**src/hw/rtl/scfcd_pkg.sv**
```systemverilog
package scfcd_pkg;

  localparam logic [15:0] CrcInit  = 16'hFFFF;
  localparam logic [15:0] CrcPoly  = 16'hA001;
  localparam logic [2:0]  PosFirst = 3'd0;
  localparam logic [2:0]  PosHum   = 3'd2;
  localparam logic [2:0]  PosTemp  = 3'd5;
  localparam logic [2:0]  PosCrcLo = 3'd6;
  localparam logic [2:0]  PosLast  = 3'd7;
  localparam logic [2:0]  CrcBytes = 3'd6;
  localparam int unsigned SignBit  = 15;

  typedef struct packed {
    logic [7:0] rx_byte;
    logic       frame_start;
  } in_req_t;

  typedef struct packed {
    logic               crc_ok;
    logic signed [15:0] temperature_tenths;
    logic        [15:0] humidity_tenths;
  } out_req_t;

  // CRC-16/MODBUS, reflected, one byte per call
  function automatic logic [15:0] crc16_byte(input logic [15:0] crc_in,
                                             input logic [7:0]  data);
    logic [15:0] crc;
    crc = crc_in ^ {8'h00, data};
    for (int k = 0; k < 8; k++) begin
      if (crc[0]) begin
        crc = (crc >> 1) ^ CrcPoly;
      end else begin
        crc = crc >> 1;
      end
    end
    return crc;
  endfunction

endpackage

```
**src/hw/rtl/scfcd_frame.sv**
```systemverilog
module scfcd_frame import scfcd_pkg::*; (
  input  logic     clk_i,
  input  logic     rst_ni,
  input  logic     fire_i,
  input  in_req_t  req_i,
  output logic     last_o,
  output out_req_t result_o
);

  logic [2:0]  pos_q, pos_d, pos;
  logic [15:0] crc_q, crc_d, crc_base;
  logic [31:0] meas_q, meas_d;
  logic [7:0]  crc_lo_q, crc_lo_d;
  logic [15:0] temp_q, temp_d;
  logic [15:0] hum_q, hum_d;
  logic [15:0] mag, temp_new;
  logic        crc_ok;

  assign pos      = req_i.frame_start ? PosFirst : pos_q;
  assign last_o   = (pos == PosLast);
  assign crc_base = (pos == PosFirst) ? CrcInit : crc_q;

  // sign and magnitude to two's complement; negative zero falls out as 0
  assign mag      = {1'b0, meas_q[14:0]};
  assign temp_new = meas_q[SignBit] ? (16'h0000 - mag) : mag;
  assign crc_ok   = ({req_i.rx_byte, crc_lo_q} == crc_q);

  always_comb begin
    pos_d    = pos + 3'd1;
    crc_d    = crc_q;
    meas_d   = meas_q;
    crc_lo_d = crc_lo_q;
    temp_d   = temp_q;
    hum_d    = hum_q;
    if (pos < CrcBytes) begin
      crc_d = crc16_byte(crc_base, req_i.rx_byte);
    end
    if (pos >= PosHum && pos <= PosTemp) begin
      // byte 2 lands in the top bits
      meas_d = {meas_q[23:0], req_i.rx_byte};
    end
    if (pos == PosCrcLo) begin
      crc_lo_d = req_i.rx_byte;
    end
    if (last_o && crc_ok) begin
      temp_d = temp_new;
      hum_d  = meas_q[31:16];
    end
  end

  always_comb begin
    result_o.crc_ok             = crc_ok;
    result_o.temperature_tenths = $signed(temp_d);
    result_o.humidity_tenths    = hum_d;
  end

  always_ff @(posedge clk_i or negedge rst_ni) begin
    if (!rst_ni) begin
      pos_q    <= PosFirst;
      crc_q    <= CrcInit;
      meas_q   <= '0;
      crc_lo_q <= '0;
      temp_q   <= '0;
      hum_q    <= '0;
    end else if (fire_i) begin
      pos_q    <= pos_d;
      crc_q    <= crc_d;
      meas_q   <= meas_d;
      crc_lo_q <= crc_lo_d;
      temp_q   <= temp_d;
      hum_q    <= hum_d;
    end
  end

endmodule

```
**src/hw/rtl/sensor_frame_crc_check_decode_top.sv**
```systemverilog
// Checked sensor frame decoder. Takes an eight-byte temperature/humidity
// sensor response one byte per request and returns one result per frame, on
// its last byte: crc_ok (CRC-16/MODBUS over bytes 0-5 against bytes 6-7, low
// byte first), and the last good temperature and humidity in integer tenths.
// On a CRC mismatch the held values are returned unchanged. frame_start
// forces a byte to be taken as byte 0 and drops any partial frame. A new
// byte is accepted every cycle while no last byte waits on a stalled result;
// a result passes through the input register and the result register, with
// the byte-wide CRC update done combinationally between them. While a result
// waits under stall, a last byte stays in the input register.
module sensor_frame_crc_check_decode_top import scfcd_pkg::*; (
  input  logic     clk_i,
  input  logic     rst_ni,
  input  logic     in_valid_i,
  output logic     in_stall_o,
  input  in_req_t  in_req_i,
  output logic     out_valid_o,
  input  logic     out_stall_i,
  output out_req_t out_req_o
);

  logic     in_vld_q, in_vld_d;
  in_req_t  in_q;
  logic     out_vld_q, out_vld_d;
  out_req_t out_q;
  out_req_t result;
  logic     last;
  logic     out_free;
  logic     in_move;
  logic     in_take;

  assign out_free   = !out_vld_q || !out_stall_i;
  assign in_move    = in_vld_q && (!last || out_free);
  assign in_stall_o = in_vld_q && !in_move;
  assign in_take    = in_valid_i && !in_stall_o;
  assign in_vld_d   = in_take || (in_vld_q && !in_move);

  always_comb begin
    out_vld_d = out_vld_q && out_stall_i;
    if (in_move && last) begin
      out_vld_d = 1'b1;
    end
  end

  scfcd_frame u_frame (
    .clk_i    (clk_i),
    .rst_ni   (rst_ni),
    .fire_i   (in_move),
    .req_i    (in_q),
    .last_o   (last),
    .result_o (result)
  );

  always_ff @(posedge clk_i or negedge rst_ni) begin
    if (!rst_ni) begin
      in_vld_q  <= 1'b0;
      out_vld_q <= 1'b0;
    end else begin
      in_vld_q  <= in_vld_d;
      out_vld_q <= out_vld_d;
    end
  end

  always_ff @(posedge clk_i) begin
    if (in_take) begin
      in_q <= in_req_i;
    end
    if (in_move && last) begin
      out_q <= result;
    end
  end

  assign out_valid_o = out_vld_q;
  assign out_req_o   = out_q;

`ifndef SYNTHESIS
  a_rise_from_last : assert property (@(posedge clk_i) disable iff (!rst_ni)
    $rose(out_vld_q) |-> $past(in_move && last))
    else $error("result appeared without a last byte");

  a_stall_needs_item : assert property (@(posedge clk_i) disable iff (!rst_ni)
    in_stall_o |-> in_vld_q)
    else $error("input stalled with empty input register");

  a_held_item : assert property (@(posedge clk_i) disable iff (!rst_ni)
    (in_vld_q && !in_move) |=> (in_vld_q && $stable(in_q)))
    else $error("unprocessed byte lost from input register");

  a_no_overwrite : assert property (@(posedge clk_i) disable iff (!rst_ni)
    (in_move && last) |-> out_free)
    else $error("result register overwritten while stalled");
`endif

endmodule
```
**config.mk**
```make
export PLATFORM = sky130hd
export DESIGN_NAME = sensor_frame_crc_check_decode_top
export DESIGN_NICKNAME = d
export VERILOG_FILES = /design/src/hw/rtl/scfcd_pkg.sv /design/src/hw/rtl/scfcd_frame.sv /design/src/hw/rtl/sensor_frame_crc_check_decode_top.sv
export SDC_FILE = /design/constraint.sdc
export NUM_CORES = 1
export LEC_CHECK = 0
export ABC_AREA = 1
export BUFFER_PORTS_ARGS = -buffer_cell sky130_fd_sc_hd__buf_4
export CAP_MARGIN = 30
export CORE_UTILIZATION = 60
export DETAILED_ROUTE_END_ITERATION = 16
export GPL_TIMING_DRIVEN = 0
export MAX_ROUTING_LAYER = met4
export PLACE_DENSITY = 0.8
export SLEW_MARGIN = 30
export SYNTH_ARGS = -nofsm -noshare
export SYNTH_HDL_FRONTEND = slang
export SYNTH_HIERARCHICAL = 1
export SYNTH_SLANG_ARGS = --single-unit
```
**constraint.sdc**
```tcl
create_clock -name clk_i -period 2.63 [get_ports clk_i]
set_input_delay 0.263 -clock clk_i [delete_from_list [all_inputs] [get_ports clk_i]]
set_output_delay 0.263 -clock clk_i [all_outputs]
set_load 0.02 [all_outputs]
```
# ---- After elaboration in Yosys (flattened, before gate mapping)
# Index checks and enable logic that the tools add are counted.
dict set report totals {
  ff_bits 135
  latch_bits 0
  ram_bits 0
  rom_bits 0
  in_bits 13
  out_inout_bits 35
  elab_cells 70
  memories 0
}
dict set report op_classes {
  add_sub_neg 2
  multipliers 0
  n_div 0
  n_lt_le_gt_ge 3
  n_eq_ne 3
  shift 0
  mux 21
  bitwise_logic 9
  reduce_logical 19
}
# operator n
set ops {}
lappend ops {{16-bit 2-to-1 mux} 19}
lappend ops {{2-bit inverter with 3-bit output} 8}
lappend ops {{16-bit equality test} 1}
lappend ops {{1-bit by 15-bit subtractor with 16-bit output (first input constant)} 1}
lappend ops {{16-bit by 8-bit XOR with 16-bit output} 1}
lappend ops {{1-bit logical AND} 7}
lappend ops {{3-bit equality test (second input constant)} 2}
lappend ops {{2-bit AND reduction} 3}
lappend ops {{1-bit zero test} 5}
lappend ops {{3-bit by 1-bit adder with 3-bit output (second input constant)} 1}
lappend ops {{3-bit by 2-bit >= comparator with 1-bit output (second input constant)} 1}
lappend ops {{3-bit <= comparator (second input constant)} 1}
lappend ops {{3-bit zero test} 1}
lappend ops {{1-bit logical OR} 3}
lappend ops {{3-bit < comparator (second input constant)} 1}
lappend ops {{3-bit 2-to-1 mux} 1}
lappend ops {{1-bit 2-to-1 mux} 1}

# ---- Logic depth before layout (Yosys ltp)
# Gate-level depths: netlist of run 1.
dict set report depth {
  ltp_word 27
  depth_mapped 19
  ltp_nobuf 18
}

# ---- By module
# The synthesis of run 1 kept the hierarchy.
# module instances cells_per_inst area_each_um2 seq_area_each_um2
set modules_own_cells {}
lappend modules_own_cells {scfcd_frame 1 643 5018.6 2297.2}
lappend modules_own_cells {sensor_frame_crc_check_decode_top 1 56 1367.6 1311.3}

# ---- Worst setup path after synthesis of run 1
# Ideal clock, no wire load.
dict set report synth_path {
  path_type {register -> register}
  start {register in_q[0] in the netlist's numbering}
  end {register out_q (netlist bit out_req_o[0]), enable pin}
  setup_time_ns 0.388
  arrival_ns 1.762
  required_time_ns 2.242
  path_slack_ns 0.480
  path_stages_with_launch 6
  n_path_buf 0
  synth_period_minus_slack_ns 2.150
  path_cell_list {edfxtp_1 > nor2_1 > ha_1 > ha_1 > nand3_1 > inv_1}
}
dict set report synth_via {
  elab_chain_len 6
}
# element line
set synth_lines {}
lappend synth_lines {{from (decl)} sensor_frame_crc_check_decode_top.sv:23} ;# in_req_t in_q;
lappend synth_lines {{from (signal assigned)} sensor_frame_crc_check_decode_top.sv:66} ;# in_q <= in_req_i;
lappend synth_lines {{3-bit 2-to-1 mux (*)} scfcd_frame.sv:19} ;# assign pos = req_i.frame_start ? PosFirst : pos_q;
lappend synth_lines {{3-bit equality test (*)} scfcd_frame.sv:20} ;# assign last_o = (pos == PosLast);
lappend synth_lines {{named net last} sensor_frame_crc_check_decode_top.sv:27} ;# logic last;
lappend synth_lines {{1-bit zero test} sensor_frame_crc_check_decode_top.sv:33} ;# assign in_move = in_vld_q && (!last || out_free);
lappend synth_lines {{1-bit logical OR} sensor_frame_crc_check_decode_top.sv:33}
lappend synth_lines {{1-bit logical AND} sensor_frame_crc_check_decode_top.sv:33}
lappend synth_lines {{1-bit logical AND (*)} sensor_frame_crc_check_decode_top.sv:68} ;# if (in_move && last) begin
lappend synth_lines {{to (signal assigned)} sensor_frame_crc_check_decode_top.sv:69} ;# out_q <= result;
lappend synth_lines {{to (decl)} sensor_frame_crc_check_decode_top.sv:25} ;# out_req_t out_q;
# The timed path passes the listed nets; every way through them passes the cells marked *.
# A chain may end at the register's enable or synchronous reset.

# ---- Worst setup path in the final report of run 1
dict set report layout_path {
  start {register u_frame.pos_q[0]}
  end {register u_frame.hum_q[12]}
}
dict set report layout_via {
  elab_chain_len 5
  elab_cells_between_ends 7
  cone_classes {eq/ne: 1; mux: 2; reduce/logical: 4}
}
# element line
set layout_lines {}
lappend layout_lines {{from (decl)} scfcd_frame.sv:10} ;# logic [2:0] pos_q, pos_d, pos;
lappend layout_lines {{from (signal assigned)} scfcd_frame.sv:59} ;# pos_q <= PosFirst;
lappend layout_lines {{from (signal assigned)} scfcd_frame.sv:66} ;# pos_q <= pos_d;
lappend layout_lines {{3-bit 2-to-1 mux} scfcd_frame.sv:19}
lappend layout_lines {{3-bit equality test} scfcd_frame.sv:20}
lappend layout_lines {{named net last} sensor_frame_crc_check_decode_top.sv:27}
lappend layout_lines {{1-bit zero test} sensor_frame_crc_check_decode_top.sv:33}
lappend layout_lines {{1-bit logical OR} sensor_frame_crc_check_decode_top.sv:33}
lappend layout_lines {{1-bit logical AND} sensor_frame_crc_check_decode_top.sv:33}
lappend layout_lines {{named net in_move} sensor_frame_crc_check_decode_top.sv:29} ;# logic in_move;
lappend layout_lines {{to (signal assigned)} scfcd_frame.sv:71} ;# hum_q <= hum_d;
lappend layout_lines {{to (decl)} scfcd_frame.sv:15} ;# logic [15:0] hum_q, hum_d;
# The timed path passes the listed nets, and every way through them passes these cells.

==> results.yml, run 1 <==
run_status:
  status: "finished clean"
logic_synthesis:
  synth_compound_area_frac: 0.115
  synth_top_family_by_area: "simple AND/OR/NAND/NOR gates"
  yosysTopAreaCell: "dfrtp_1"
  async_flop_share: 0.689
  synth_seq_cells: 135
  synth_edf_count: 42
  synth_top_area_share: 0.302
  ys_top_cells_by_count: "nand2_1 (229), dfrtp_1 (77), o21ai_0 (73)"
  synth_cell_types: 37
  syn_nets: 718
  synth_cells: 699
  ys.flop_type: "dfrtp_1"
  synth_area_leaders: "dfrtp_1 (30%), edfxtp_1 (20%), nand2_1 (13%)"
  synth_area_um2: 6390
  ys_seq_area_frac: 0.565
  synth-xor-area-share: 0.0384
  synth.avg_cell_area_um2: 9.14
  muxShareOfSynthArea: 0.00176
  synth.most_common_cell: "nand2_1"
  ys_warn_count: 6
  synth_adder_area_share: 0.0118
  yosys.area_share.simple: 0.203
floorplanning:
  die_h_um: 105
  coreArea_um2: 10300
  row_count: 37
  die_area_um2: 11100
  start_util: 0.619
  die_x_um: 105
  ioPinCount: 48
cts:
  cts_sinks: 135
  clk_latency_ns: 0.52
  cts_max_path_buffers: 2
  cts_tree: "built"
  cts_root_buf: "clkbuf_8"
  cts.clk_slew.worst_paths_ns: 0.06
  cts_buffers: 17
  h-tree-depth: 4
routing:
  vias: 5141
  route.detailed.drc: 0
  drt_iter0_markers: 371
  drt_wl_total_mm: 14.3
  first_pass_iters: 6
  ant_nets: 0
  post_drt_wl_per_cell_um: 15.4
  viasPerCell: 5.54
critical_path:
  r2r_end: "u_frame/hum_q[12]"
  cp_max_fo: 10
  worst_setup_path_end_kind: "flip-flop"
  r2r_start: "u_frame/pos_q[0]"
  critPathKind: "reg -> reg"
  crit_arrival_ns: 2.90
  r2r_cells: 11
  startpoint_type: "flip-flop"
  r2r_setup_slack_ns: 0.16
  required_ns: 3.06
final_layout:
  synthToLayoutAreaGrowth_pct: 20.3
  fin_util: 0.744
  final_layout_size_suffix_gt1_frac: 0.216
  nets: 798
  n_antenna_cell: 0
  stdcell_area_um2: 7680
timing:
  period_needed_ns: 2.47
  worst_pin_slew_ns: 0.840
  setup_tns_ns: 0
  period_share: 0.939
  finalSetupViolations: 0
  max_freq_ghz: 0.405
  maxSlewHeadroom: 0.440
  holdWs_ns: 0.388
  clock_skew_ns: 0.00619
  drv_slew: 0
  hold_violations: 0
global_routing:
  grt_pass1_wl_mm: 24.2
  grt_pass1_vias: 5116
  grt_max_degree: 94
  gr-usage-all-layers: 0.291
  grt_overflow: 0
  antenna_found_initial: 0
placement:
  place_congestion: 0.898
  place_area_um2: 6910
  io_buffers: 47
  dp_hpwl_mm: 9.63
job:
  max_cap_viol_count: 0
pwr:
  p_leak_nw: 3.65
  vdd_drop_max_v: 0.000485
  power.density_nw_per_um2: 888
min_path:
  hp-class: "in -> async"
==> cells by family after synthesis <==
logic type / Yosys count
flops: 135
buf+inv: 99
simple gates: 308
compound gates: 122
mux: 1
xor+xnor: 28
fa+ha+maj: 6
==> flip-flops by register name, summed over array words and instances, names as in the netlist <==
| name | count |
|---|---|
| u_frame/temp_q | 16 |
| u_frame/meas_q | 32 |
| out_req_o | 33 |
| u_frame/pos_q | 3 |
| in_vld_q | 1 |
| in_q | 9 |
| out_valid_o | 1 |
| u_frame/hum_q | 16 |
| u_frame/crc_q | 16 |
| u_frame/crc_lo_q | 8 |
==> cell type report <==
type / count / area, um^2
plain buffers: 28 / 165
clock buffers: 20 / 445
clock inverters: 12 / 151
fillers: 751 / 2640
inverters: 71 / 267
multi-input cells: 465 / 2380
flip-flops and latches: 135 / 3610
well taps: 136 / 170
repair buffers: 61 / 492
==> per-stage QoR <==
| stage | setup slack [ns] | power, mW | cells |
|---|---|---|---|
| 2_1_floorplan | 0.480 | 3.97 | 699 |
| 3_3_place_gp | 0.115 | 4.31 | 882 |
| 3_5_place_dp | 0.0899 | 4.40 | 882 |
| 4_1_cts | 0.0469 | 6.81 | 926 |
| 5_1_grt | -0.0149 | 7.18 | 928 |
| 6_report | 0.161 | 6.83 | 928 |
==> layout by cell type, fill, tap and decap left out, types with 8 or more instances in the layout <==
cell / count
dfrtp_1: 77
dfstp_2: 16
o21ai_0: 73
nor2_1: 20
inv_1: 66
edfxtp_1: 42
xor2_1: 17
xnor2_1: 10
dlygate4sd3_1: 12
a21oi_1: 9
o21ai_2: 29
nand3_1: 29
clkbuf_16: 16
clkbuf_1: 10
nand2_2: 12
buf_4: 51
clkbuf_2: 8
nand2_1: 229
==> report_power, final <==
part	switching [mW]	internal (mW)	leakage (nW)	total, mW
clock	0.876	1.49	0.281	2.36
combinational	1.02	0.554	1.75	1.58
sequential	0.292	2.59	1.62	2.89
total	2.19	4.64	3.65	6.83
==> worst max-delay path: stages (launching register included) <==
cell,delay (ns)
dfrtp_1,0.40
inv_1,0.10
nor2_4,0.06
ha_1,0.21
ha_1,0.28
nand3_2,0.12
nand2_1,0.05
inv_1,0.16
clkbuf_2,0.32
clkbuf_1,0.43
nand2_1,0.13
o21ai_0,0.11
==> layer usage <==
layer,track usage,share of wire,vias to the layer above
met4,0.133,0.026,0
met5,-,0,-
met1,0.340,0.40,2479
met3,0.0480,0.047,39
li1,-,-,2418
met2,0.494,0.53,205
==> worst max-delay path by stage <==
| stage | end | slack (ns) | start | depth (start not counted) |
|---|---|---|---|---|
| 3_5_place_dp | u_frame/hum_q[13] | 0.09 | u_frame/pos_q[0] | 11 |
| 6_report | u_frame/hum_q[12] | 0.16 | u_frame/pos_q[0] | 11 |
| 2_1_floorplan | out_req_o[0] | 0.48 | in_q[0] | 5 |
| 5_1_grt | u_frame/hum_q[6] | -0.01 | u_frame/pos_q[0] | 11 |
| 4_1_cts | u_frame/hum_q[13] | 0.05 | u_frame/pos_q[0] | 11 |
| 3_3_place_gp | out_req_o[17] | 0.11 | in_q[0] | 5 |
==> what timing repair did <==
| action | 4_1_cts | 5_1_grt |
|---|---|---|
| endpoints found under the hold margin | 88 | 0 |
| setup endpoints to repair | 0 | 69 |
| hold buffers | 12 | 0 |
| buffers inserted | 0 | 2 |
| resized for setup | 0 | 25 |
Note: power is estimated with default switching activity, not from simulation.
==> run 2, diff against run 1 <==
- CORE_UTILIZATION: 60 -> 32
- PLACE_DENSITY: 0.8 -> 0.48
==> run 2 against run 1 <==
Effect of this change: clock skew is 0.0024 ns higher; sequential power about the same; clock-buffer cell count down 2; non-clock buffer count decreased by 3; cell count grew 14%; register-to-register slack better by 0.05 ns; critical path type unchanged; critical endpoint is now u_frame/crc_q[0]; largest power group unchanged.
==> results.yml, run 2 (synthesized netlist as in run 1, its figures left out) <==
run_status:
  status: "finished clean"
final_layout:
  final_common_cell: "nand2_1"
  nets: 795
  stdcell_area_um2: 7780
  n_antenna_cell: 0
  synthToLayoutAreaGrowth_pct: 21.8
  final_cell_mix: "nand2_1 (229), dfrtp_1 (77), o21ai_0 (73)"
  largest_reg_flops: 33
  fin_cells: 1054
  final_layout_size_suffix_gt1_frac: 0.218
critical_path:
  crit_top_cell: "nand2_1"
  slowest_delay_ns: 0.43
  cp_max_fo: 10
  crit_chain: "nor2_2 -> inv_1 -> ha_1 -> nand2_1 -> buf_4 -> nand2_4 -> xor2_1 -> nand3_1 -> nand2_1 -> nand2_1 -> nand3_1 -> nand3_1 -> nand2_1 -> nand2_1 -> nand2_1"
  crit_arrival_ns: 2.78
  worst_setup_path_end_kind: "flip-flop"
  critPathKind: "reg -> reg"
  slowest_stage: "edfxtp_1"
  startpoint_type: "flip-flop"
  required_ns: 2.99
routing:
  top_layer: "met4"
  route.detailed.drc: 0
  drt_iter0_markers: 257
  vias: 4801
  first_pass_iters: 4
  dr_wl_met2_mm: 7.36
  post_drt_wl_per_cell_um: 13.7
  viasPerCell: 4.56
  ant_nets: 0
  wirelength_met1_mm: 6.49
  drt_wl_total_mm: 14.5
  dr_wl_met3_um: 453
cts:
  h-tree-depth: 4
  cts_buffers: 17
  cts_sinks: 135
  cts_max_path_buffers: 2
  cts.clk_slew.worst_paths_ns: 0.06
  cts_tree: "built"
  cts_root_buf: "clkbuf_16"
  clk_latency_ns: 0.42
pwr:
  switchingPower_mw: 2.26
  p_int_mw: 4.49
  combPwrFrac: 0.227
  seq_power_share: 0.425
  clkPwrFrac: 0.348
  vdd_drop_max_v: 0.000538
  switching_share: 0.335
  p_leak_nw: 3.64
  power.density_nw_per_um2: 867
  power_mw: 6.75
floorplanning:
  coreArea_um2: 19500
  die_x_um: 143
  start_util: 0.327
  die_area_um2: 20500
  die_h_um: 143
  ioPinCount: 48
  row_count: 51
global_routing:
  gr-usage-all-layers: 0.158
  antenna_found_initial: 0
  grt_pass1_vias: 4897
  grt_overflow: 0
  grt_pass1_wl_mm: 23.8
  grt_max_degree: 94
timing:
  period_needed_ns: 2.42
  finalSetupViolations: 0
  clock_skew_ns: 0.00860
  period_share: 0.921
  drv_slew: 0
  setup_tns_ns: 0
  hold_violations: 0
  maxSlewHeadroom: 0.477
  holdWs_ns: 0.0222
  grt_setup_unrepaired: "no"
  worst_pin_slew_ns: 0.785
  max_freq_ghz: 0.413
placement:
  dp_hpwl_mm: 10.2
  place_area_um2: 7070
  dp.cells: 1011
  place_congestion: 0.895
  io_buffers: 47
job:
  max_cap_viol_count: 0
min_path:
  hp-class: "in -> reg"
## run 2: cell types whose count changed in the layout (fill, tap and decap cells not counted), moves of 2 or more
cell	previous run	this run
buf_6	6	4
bufinv_16	3	1
clkinvlp_4	4	1
dlygate4sd3_1	12	9
inv_6	0	5
inv_8	0	2
nor2_2	1	4
nor2_4	2	0
## run 2: layer usage
layer	GRT usage	up-vias
met4	0.0549	0
met3	0.0386	14
met1	0.179	2313
li1	-	2403
met2	0.272	71
met5	-	-
## run 2: power groups by stage
stage	Combinational, mW	Clock [mW]	Sequential, mW
after detailed placement	1.53	0	2.91
after floorplan	1.14	0	2.83
final	1.53	2.34	2.87
after CTS	1.55	2.40	2.87
after global routing	1.75	2.50	2.93
after global placement	1.50	0	2.90
## run 2: area by class of cell
class                           instances  area (um^2)
Sequential cell                       135         3610
Inverter                               71          267
Timing Repair Buffer                   58          464
Fill cell                            1950        11700
Multi-Input combinational cell        465         2370
Tap cell                              265          332
Buffer                                 28          158
Clock buffer                           18          439
Clock inverter                         14          140
## run 2: timing repair
action	4_1_cts	5_1_grt
endpoints found under the hold margin	85	0
setup endpoints to repair	0	71
hold buffers	9	0
gates resized for setup	0	16
buffers inserted	0	2
## run 2: final timing paths
kind                                  startpoint                   to  slack [ns]  cells after the start
max in group asynchronous                 rst_ni  u_frame/crc_lo_q[4]        1.59                      2
worst min register to register  u_frame/hum_q[4]     u_frame/hum_q[4]        0.48                      2
worst min-delay path                 in_req_i[2]              in_q[2]        0.02                      1
min in group asynchronous                 rst_ni     u_frame/hum_q[1]        0.48                      2
worst max-delay path                     in_q[0]     u_frame/crc_q[0]        0.21                     15
worst max register to register           in_q[0]     u_frame/crc_q[0]        0.21                     15
## run 2: critical path, delay by kind of cell (launching register included)
kind                       cells  cell delay (ns)
xor gates and xnor gates       1             0.33
adders and majority gates      1             0.20
buffers and inverters          2             0.31
DFF                            1             0.43
and+or+nand+nor               11             1.09
## run 2: per-stage QoR
step	worst slack [ns]	utilization
finish	0.209	0.398
detailed placement	0.0306	0.362
CTS	0.00991	0.397
floorplan	0.480	-
global route	0.0127	0.398
global placement	0.0390	0.362
